### src/rtl/pstt_pkg.sv
package pstt_pkg;

	localparam int CW  = 32;          // coordinate width
	localparam int AW  = CW + 1;      // magnitude of a coordinate difference
	localparam int SW  = CW - 1;      // magnitude of a positive step
	localparam int SQW = 2 * AW;      // sum of squares
	localparam int NW  = SW + AW;     // step times difference
	localparam int RW  = SQW / 2;     // integer square root
	localparam int QW  = SW;          // per-axis move, never above the step

	typedef struct packed {
		logic signed [CW-1:0] src_x;
		logic signed [CW-1:0] src_y;
		logic signed [CW-1:0] dst_x;
		logic signed [CW-1:0] dst_y;
		logic signed [CW-1:0] step_len;
	} cmd_t;

	typedef struct packed {
		logic signed [CW-1:0] new_x;
		logic signed [CW-1:0] new_y;
		logic                 arrived;
		logic                 bad_step;
	} res_t;

	typedef struct packed {
		logic [CW-1:0] sx;
		logic [CW-1:0] sy;
		logic [CW-1:0] tx;
		logic [CW-1:0] ty;
		logic [AW-1:0] ax;
		logic [AW-1:0] ay;
		logic          nx;
		logic          ny;
		logic          bad;
		logic [SW-1:0] st;
	} item_t;

endpackage

### src/rtl/pstt_front.sv
module pstt_front (
	input  logic             clk,
	input  logic             arst_n,
	input  logic             take,
	input  pstt_pkg::cmd_t   cmd,
	output logic             vld,
	output pstt_pkg::item_t  item
);

	logic             valid_s1;
	pstt_pkg::item_t  item_s1;
	pstt_pkg::item_t  item_d;
	logic [pstt_pkg::AW-1:0] dx, dy;

	always_comb begin
		dx = {cmd.dst_x[pstt_pkg::CW-1], cmd.dst_x} - {cmd.src_x[pstt_pkg::CW-1], cmd.src_x};
		dy = {cmd.dst_y[pstt_pkg::CW-1], cmd.dst_y} - {cmd.src_y[pstt_pkg::CW-1], cmd.src_y};
		item_d.sx  = cmd.src_x;
		item_d.sy  = cmd.src_y;
		item_d.tx  = cmd.dst_x;
		item_d.ty  = cmd.dst_y;
		item_d.nx  = dx[pstt_pkg::AW-1];
		item_d.ny  = dy[pstt_pkg::AW-1];
		item_d.ax  = dx[pstt_pkg::AW-1] ? -dx : dx;
		item_d.ay  = dy[pstt_pkg::AW-1] ? -dy : dy;
		// zero or negative step goes straight to the source
		item_d.bad = cmd.step_len[pstt_pkg::CW-1] || (cmd.step_len == '0);
		item_d.st  = cmd.step_len[pstt_pkg::SW-1:0];
	end

	always_ff @(posedge clk or negedge arst_n) begin
		if (!arst_n) begin
			valid_s1 <= 1'b0;
		end else begin
			valid_s1 <= take;
		end
	end

	always_ff @(posedge clk) begin
		if (take) begin
			item_s1 <= item_d;
		end
	end

	assign vld  = valid_s1;
	assign item = item_s1;

endmodule

### config.mk
export PLATFORM = sky130hd
export DESIGN_NAME = pstt_front
export DESIGN_NICKNAME = d
export VERILOG_FILES = /design/src/rtl/pstt_pkg.sv /design/src/rtl/pstt_front.sv
export SDC_FILE = /design/constraint.sdc
export NUM_CORES = 1
export LEC_CHECK = 0
export BUFFER_PORTS_ARGS = -buffer_cell sky130_fd_sc_hd__buf_4
export CORE_MARGIN = 3
export CORE_UTILIZATION = 47
export DETAILED_ROUTE_END_ITERATION = 8
export GPL_ROUTABILITY_DRIVEN = 0
export PLACE_DENSITY = 0.87
export SLEW_MARGIN = 20
export SYNTH_ARGS = -nofsm -noshare
export SYNTH_HDL_FRONTEND = slang
export SYNTH_SLANG_ARGS = --single-unit
### constraint.sdc
create_clock -name clk -period 0.8 [get_ports clk]
set_input_delay 0.16 -clock clk [delete_from_list [all_inputs] [get_ports clk]]
set_output_delay 0.16 -clock clk [all_outputs]
set_load 0.02 [all_outputs]
==> metrics.txt, run 1 <==
ys flop type=edfxtp_1; Synth Net Count=1295; top-level port count=392; worst ep type=register input; number of CTS-inserted buffers=25; stage reached=global routing; FFs w/ async S/R, synth=0.00437; clock root buffer=clkbuf_16; synthesized area=0.0124 mm^2; CTS H-tree depth=1; Seq cells post-synth=229; EDFF count, synth=228; YS warnings=0; Max Buffers Root-to-Sink=3; GR Overflow Total=278; largest net degree at the start of global routing=47; post-GRT worst EP=item[95]$_DFFE_PP_/D; All-Layer GR Usage=0.798; Initial Utilization=0.484; IO Port Bufs=391; Die Ht=168 um; Die Wd=168 um; syn avg cell area=11.6 um^2; Rows=58; clock sinks=229; sequential share of the synthesized area=0.555; Unique masters post-synth=90; Err=[ERROR GRT-0232] Routing congestion too high. Check the congestion heatmap in the GUI.; outcome=stopped before the end; Cells after Synth=1064; Final HPWL DP=34500 um
==> per-stage QoR <==
stage / setup slack, ns / area, um^2 / instances
4_1_cts: -2.34 / 22900 / 2327
3_5_place_dp: -3.03 / 18700 / 2086
3_3_place_gp: -2.87 / 18700 / 2086
2_1_floorplan: -2.69 / 13000 / 1064
==> cells by family after synthesis <==
family,synth area share
simple gates,0.115
compound gates,0.145
flops,0.555
buf+inv,0.0355
xor+xnor,0.0771
fa+ha+maj,0.0700
mux,0.00162
==> metal layers <==
layer,GRT overflow,global-route usage
met1,1,0.778
met2,181,0.956
met3,4,0.683
met4,91,0.811
met5,1,0.250
==> cell usage after synthesis, types with 3 or more instances <==
| library cell | number | share of area |
|---|---|---|
| edfxtp_1 | 228 | 0.55 |
| inv_1 | 85 | 0.026 |
| a21oi_1 | 75 | 0.030 |
| nand2_1 | 75 | 0.023 |
| xnor2_1 | 73 | 0.052 |
| ha_1 | 66 | 0.067 |
| o21ai_0 | 65 | 0.026 |
| nor2_1 | 56 | 0.017 |
| xor2_1 | 34 | 0.024 |
| clkbuf_1 | 22 | 0.0067 |
| nor3_1 | 20 | 0.0081 |
| nand3_1 | 18 | 0.0073 |
| a21o_1 | 16 | 0.0097 |
| or3_1 | 15 | 0.0076 |
| nand4_1 | 14 | 0.0071 |
| nor4_1 | 14 | 0.0071 |
| o211ai_1 | 13 | 0.0079 |
| and2_1 | 12 | 0.0061 |
| a31oi_1 | 10 | 0.0051 |
| nor2b_1 | 10 | 0.0051 |
| o21a_1 | 10 | 0.0061 |
| a211oi_1 | 9 | 0.0055 |
| o2111ai_1 | 6 | 0.0042 |
| o21bai_1 | 6 | 0.0036 |
| a41oi_1 | 5 | 0.0035 |
| or4_1 | 5 | 0.0030 |
| and3_1 | 4 | 0.0020 |
| nand2b_1 | 4 | 0.0020 |
| o31ai_1 | 4 | 0.0024 |
| a2111o_1 | 3 | 0.0027 |
| a211o_1 | 3 | 0.0021 |
| a21boi_0 | 3 | 0.0018 |
| buf_2 | 3 | 0.0012 |
| nand4bb_1 | 3 | 0.0027 |
| o21ai_1 | 3 | 0.0012 |
| o31a_1 | 3 | 0.0021 |
| o41ai_1 | 3 | 0.0021 |
| or2_2 | 3 | 0.0015 |
==> repair_timing <==
item	in CTS
setup buffers	34
endpoints found under the hold margin	163
cloned	2
resized for setup	366
pin swaps	57
setup endpoints to repair	295
hold buffers	162
==> inputs of run 2 (changes only) <==
--- a/config.mk
+++ b/config.mk
@@ -7,10 +7,10 @@
 export LEC_CHECK = 0
 export BUFFER_PORTS_ARGS = -buffer_cell sky130_fd_sc_hd__buf_4
 export CORE_MARGIN = 3
-export CORE_UTILIZATION = 47
+export CORE_UTILIZATION = 40
 export DETAILED_ROUTE_END_ITERATION = 8
 export GPL_ROUTABILITY_DRIVEN = 0
-export PLACE_DENSITY = 0.87
+export PLACE_DENSITY_LB_ADDON = 0.15
 export SLEW_MARGIN = 20
 export SYNTH_ARGS = -nofsm -noshare
 export SYNTH_HDL_FRONTEND = slang
==> constraint.sdc (replaced) <==
create_clock -name clk -period 1 [get_ports clk]
set_input_delay 0.2 -clock clk [delete_from_list [all_inputs] [get_ports clk]]
set_output_delay 0.2 -clock clk [all_outputs]
set_load 0.02 [all_outputs]
==> metrics.txt, run 2 <==
Cells after Synth=1064 (unchanged); Rows=63 (+8.6%); CTS tree=done; FFs w/ async S/R, synth=0.00437 (unchanged); mux contribution to synthesized area=0.00162 (unchanged); cells along the critical path=buf_12 > inv_12 > ha_4 > fa_2 > nor2b_4 > o21a_1 > o21ai_1 > a22oi_2 > o2111ai_4 > or3_4 > a2111o_1 > or4_4 > o41ai_4 > xnor2_1; setup TNS=-176.84 ns; main combinational cell family by area after synthesis=compound AO/OA/AOI/OAI gates; top-level port count=392 (unchanged); Adder-Cell Fraction of Synth Area=0.0700 (unchanged); most frequent cells in the layout=buf_4 (490), buf_6 (259), edfxtp_1 (228); Post-Synth XOR/XNOR Area=0.0771 (unchanged); ANT cells=0; Final Cell Area=0.0238 mm^2; synthesized area=0.0124 mm^2 (unchanged); vias in the first global route=12.8k; multi-input logic area=0.00670 mm^2; first-pass GRT wire length=70300 um; Nets=2224; number of CTS-inserted buffers=25 (unchanged); Initial Utilization=0.412 (-0.0724); Final HPWL DP=31900 um (-7.6%); sequential share of the synthesized area=0.555 (unchanged); Leak=0.0101 uW; Least-Margin Pin Slew=0.515 ns; EDFF count, synth=228 (unchanged); final hold violations=0; Die Wd=182 um (+8.1%); register area=0.00687 mm^2; fin worst setup slack=-2.16 ns; violated checks=negative setup slack; complex-gate fraction of the synthesized area=0.145 (unchanged); fin crit period=3.16 ns; Routed wire per std cell=20.8 um; Worst Hold Class=in2reg; Max Buffers Root-to-Sink=3 (unchanged); Layout area overhead=92.5%; syn avg cell area=11.6 um^2 (unchanged); Post-route DRC=0; Peak VDD IR=1.27 mV; startpoint types=input pin; max reg flops=228; outcome=finished, violations left; clock root buffer=clkbuf_16; CP startpoint=cmd[32]; Seq cells post-synth=229 (unchanged); total power=36300 uW; Fill cells=1701; vias=12.7k; Max-Cap Viols=0; placed instance area=0.0188 mm^2 (+0.55%); simple-gate share of the synthesized area=0.115 (unchanged); crit path DAT=3.43 ns; crit end category=register; CP max stage delay=0.46 ns; top-area cell type share of the netlist area=0.553 (unchanged); vias per inst=5.28; clock sinks=229 (unchanged); Initial DRC Count=760; initial antenna violation count=1; Post-Route WL=49900 um; layout cells sized above 1=0.524; top post-synthesis cells by area=edfxtp_1 (55%), ha_1 (6.7%), xnor2_1 (5.2%), a21oi_1 (3.0%), o21ai_0 (2.6%); clock slew at reported path FFs=0.06 ns; GR Overflow Total=0; ys flop type=edfxtp_1; Final Cycle Share=3.16; Die Ht=182 um (+8.1%); CP Buf/Inv Count=2; number of nets with antenna violations after routing=0; # setup viols final=296; Hold Startpoint=take; crit path kind=in2reg; commonest non-fill, non-tap cell in the layout=buf_4; full die area=0.0331 mm^2; CTS H-tree depth=1 (unchanged); Synth area leader=edfxtp_1; Pre-antenna DRT Iters=5; Top delay family on crit path=compound AO/OA/AOI/OAI gates; Slew Limit Headroom=0.653; IO Port Bufs=391 (unchanged); crit-path max FO=2; Fmax=0.317 GHz; largest net degree at the start of global routing=47; Synth Net Count=1295 (unchanged); All-Layer GR Usage=0.265; core area=0.0300 mm^2; max-slew violation count=0; Crit path required time=1.27 ns; RSZ-0062 raised after global routing=yes; Slowest cell on crit path=or4_4; Unique masters post-synth=90 (unchanged); YS warnings=0 (unchanged); synth cell count leaders=edfxtp_1 (228), inv_1 (85), a21oi_1 (75), nand2_1 (75), xnor2_1 (73); Pwr per Cell Area=1530 mW/mm^2; top-count cell post-synth=edfxtp_1
[run 2: cell type report]
class / count / area share
timing repair buffer: 928 / 0.359
sequential: 229 / 0.289
multi-input combinational: 723 / 0.281
clock buffer: 26 / 0.0264
tap: 390 / 0.0205
inverter: 85 / 0.0166
clock inverter: 15 / 0.00741
timing repair inverter: 1 / 0.000683
[run 2: logic make-up after synthesis]
logic type / count (synthesis)
AND/OR/NAND/NOR: 274
AO/OA/AOI/OAI: 271
flip-flops: 229
buffers and inverters: 112
XOR/XNOR: 108
adder cells (fa/ha/maj): 68
multiplexers: 2
[run 2: path summary, 6_finish.rpt]
kind / end / cells after the start
hold / removal: item[111]$_DFFE_PP_ / 1
min in group asynchronous: vld$_DFF_PN0_ / 3
setup / recovery: item[64]$_DFFE_PP_ / 14
max in group asynchronous: vld$_DFF_PN0_ / 3
[run 2: repair_timing]
| action | CTS | global route |
|---|---|---|
| hold endpoints to repair | 160 | 0 |
| hold buffers | 161 | 0 |
| endpoints found under the setup margin | 295 | 296 |
| gates cloned | 3 | 0 |
| pin swaps | 59 | 74 |
| buffers inserted | 27 | 18 |
| gates resized for setup | 230 | 288 |
[run 2: power breakdown]
part	switching (uW)	leakage (uW)	internal, uW
Sequential	586	0.00224	12100
Clock	3780	0.000389	5540
Combinational	6990	0.00751	7350
[run 2: layer usage]
metal	vias up	GRT usage	routed length, um
met1	6164	0.334	18900
met2	541	0.466	25300
met4	2	0.0676	1710
li1	5851	-	-
met5	-	0	13
met3	104	0.0559	3890
[run 2: through the flow]
| step | setup slack [ns] | util | cells | hold WS, ns |
|---|---|---|---|---|
| 2_1_floorplan | -2.53 | - | 1064 | -0.0956 |
| 3_3_place_gp | -2.76 | 0.625 | 2153 | -0.0217 |
| 3_5_place_dp | -2.86 | 0.625 | 2153 | -0.0233 |
| 4_1_cts | -2.11 | 0.749 | 2384 | 0.0123 |
| 5_1_grt | -2.28 | 0.793 | 2397 | 0.0164 |
| 6_report | -2.16 | 0.793 | 2397 | 0.0343 |
(Power assumes the default switching activity.)
==> inputs of run 3 (changes only) <==
--- a/config.mk
+++ b/config.mk
@@ -5,10 +5,10 @@
 export SDC_FILE = /design/constraint.sdc
 export NUM_CORES = 1
 export LEC_CHECK = 0
-export BUFFER_PORTS_ARGS = -buffer_cell sky130_fd_sc_hd__buf_4
 export CORE_MARGIN = 3
-export CORE_UTILIZATION = 40
+export CORE_UTILIZATION = 45
 export DETAILED_ROUTE_END_ITERATION = 8
+export DONT_BUFFER_PORTS = 1
 export GPL_ROUTABILITY_DRIVEN = 0
 export PLACE_DENSITY_LB_ADDON = 0.15
 export SLEW_MARGIN = 20
==> metrics.txt, run 3 (same netlist as run 2, synthesis figures left out) <==
M2 GR Usage=0.438 (-0.0284); Die Ht=172 um (-5.5%); Fill cells=1711 (+0.59%); Slew Limit Headroom=0.642 (-0.0114); CTS tree=done; Least-Margin Pin Slew=0.534 ns (+0.0187 ns); max-slew violation count=0 (unchanged); fin crit period=3.02 ns (-0.139 ns); total power=32400 uW (-11%); Worst Hold Class=in2reg; top-level port count=392 (unchanged); full die area=0.0295 mm^2 (-11%); GR met1 Demand/Resource=0.328 (-0.00565); vias=10.7k (-15%); number of CTS-inserted buffers=24 (-4.0%); Crit path required time=1.27 ns (about the same); Nets=1830 (-18%); core area=0.0270 mm^2 (-10%); RSZ-0062 raised after global routing=yes; Hold Slack=-0.196 ns (-0.230 ns); max reg flops=228 (unchanged); Fmax=0.331 GHz (+4.6%); placed instance area=0.0156 mm^2 (-17%); clock slew at reported path FFs=0.06 ns (about the same); Max-Cap Viols=0 (unchanged); # setup viols final=296 (unchanged); Gate power share=0.288 (-0.107); Slowest cell on crit path=or4_4; DP Cell Count=1691 (-21%); register area=0.00687 mm^2 (about the same); Final Cycle Share=3.02 (-0.139); Peak VDD IR=1.46 mV (+15%); largest net degree at the start of global routing=230 (+390%); All-Layer GR Usage=0.262 (-0.00331); CTS H-tree depth=1 (unchanged); Routed wire per std cell=21.4 um (+2.7%); hold path depth=0 (-1); layout cells sized above 1=0.402 (-0.122); crit end category=register; final hold violations=126 (+126); GR peak layer=met2; IO Port Bufs=0 (-100%); Initial Utilization=0.459 (+0.0471); violated checks=negative hold slack, negative setup slack; fin worst setup slack=-2.02 ns (+0.139 ns); crit path DAT=3.28 ns (-0.15 ns); Layout area overhead=59.9%; first-pass GRT wire length=60700 um (-14%); Final HPWL DP=27400 um (-14%); Post-Route WL=41800 um (-16%); P_sw=10200 uW (-10%); Pre-antenna DRT Iters=5 (unchanged); Rows=60 (-4.8%); commonest non-fill, non-tap cell in the layout=buf_4; Non-Filler Instances=1957 (-18%); Max Buffers Root-to-Sink=3 (unchanged); outcome=finished, violations left; number of nets with antenna violations after routing=0 (unchanged); crit-path max FO=5 (+3); crit path kind=in2reg; startpoint types=input pin; Reg power frac=0.438 (+0.089); vias in the first global route=10.8k (-16%); clock sinks=229 (unchanged); Hold Startpoint=take; clock root buffer=clkbuf_16; Final Cell Area=0.0198 mm^2 (-17%); initial antenna violation count=1 (unchanged); Leak=0.00790 uW (-22%); most frequent cells in the layout=buf_4 (332), edfxtp_1 (228), dlygate4sd3_1 (162); Clock Power Share=0.274 (+0.017); GR Overflow Total=0 (unchanged); Initial DRC Count=669 (-12%); Pwr per Cell Area=1640 mW/mm^2 (+7.3%); Die Wd=172 um (-5.5%); vias per inst=5.49 (+4.0%); met3 Usage GRT=0.0823 (+0.0264); cells along the critical path=inv_8 > ha_4 > fa_2 > nor2b_4 > o2111ai_2 > and4bb_2 > o21ai_2 > xor2_2 > or4_4 > or3b_4 > or3_4 > o41ai_4 > xnor2_1; Hold-fix buffers, CTS=162 (+0.62%); switching part of the total=0.315 (+0.00180); multi-input logic area=0.00662 mm^2 (-1.2%); worst hold path endpoint=item[110]$_DFFE_PP_; Pint=22200 uW (-11%); CP max stage delay=0.43 ns (-0.03 ns); Post-route DRC=0 (unchanged)
-- run 3: cell count changes in the layout (fill, tap and decap cells not counted), sizes merged --
cell / previous run / this run
clkbuf: 26 / 29
diode: 0 / 1
dlygate4sd3: 160 / 162
buf: 767 / 374
dlymetal6s4s: 1 / 0
clkinvlp: 1 / 3
inv: 85 / 83
bufinv: 4 / 2
clkinv: 11 / 10
-- run 3: worst max path at each step --
stage                   from                endpoint  slack [ns]  cells after the start
global placement    cmd[135]  item[99]$_SDFFCE_PP0P_       -2.63                     12
floorplan            cmd[64]  item[99]$_SDFFCE_PP0P_       -2.53                     14
CTS                  cmd[32]      item[64]$_DFFE_PP_       -1.97                     13
detailed placement  cmd[135]  item[99]$_SDFFCE_PP0P_       -2.67                     12
global route         cmd[32]      item[64]$_DFFE_PP_       -2.09                     13
finish               cmd[64]      item[95]$_DFFE_PP_       -2.02                     13
-- run 3: what timing repair did --
item	CTS	global route
endpoints found under the hold margin	390	229
pin swaps	83	49
cloned	3	0
resized for setup	161	116
endpoints found under the setup margin	295	296
setup buffers	45	25
-- run 3: per-layer routing --
metal	vias up	share of wire
met1	5142	0.39
met3	76	0.097
met5	-	0
met4	0	0.030
li1	5050	-
met2	480	0.48
-- run 3: cell type report --
cell class,count,area share
clock buffer,29,0.0324
multi-input combinational,723,0.334
clock inverter,13,0.00639
sequential,229,0.347
tap,341,0.0216
timing repair buffer,536,0.237
inverter,85,0.0212
antenna,1,0.000126
-- run 3: stage by stage --
step	TNS [ns]	setup WS, ns	utilization
3_5_place_dp	-150.59	-2.67	0.578
2_1_floorplan	-127.90	-2.53	-
5_1_grt	-170.32	-2.09	0.734
3_3_place_gp	-148.68	-2.63	0.578
6_report	-157.36	-2.02	0.734
4_1_cts	-158.61	-1.97	0.710
-- run 3: power groups by stage --
stage               Clock, uW  Combinational, uW  Sequential (uW)
global placement            0               6880            14400
global route             9420               9970            14300
finish                   8870               9330            14200
detailed placement          0               6950            14400
CTS                      8910               8500            14200
floorplan                   0               4050            14100
-- run 3: critical path, delay by kind of cell --
family | cells | cell delay, ns
compound gates | 3 | 0.64
fa+ha+maj | 2 | 0.54
buf+inv | 1 | 0.01
xor+xnor | 2 | 0.21
simple gates | 5 | 1.68
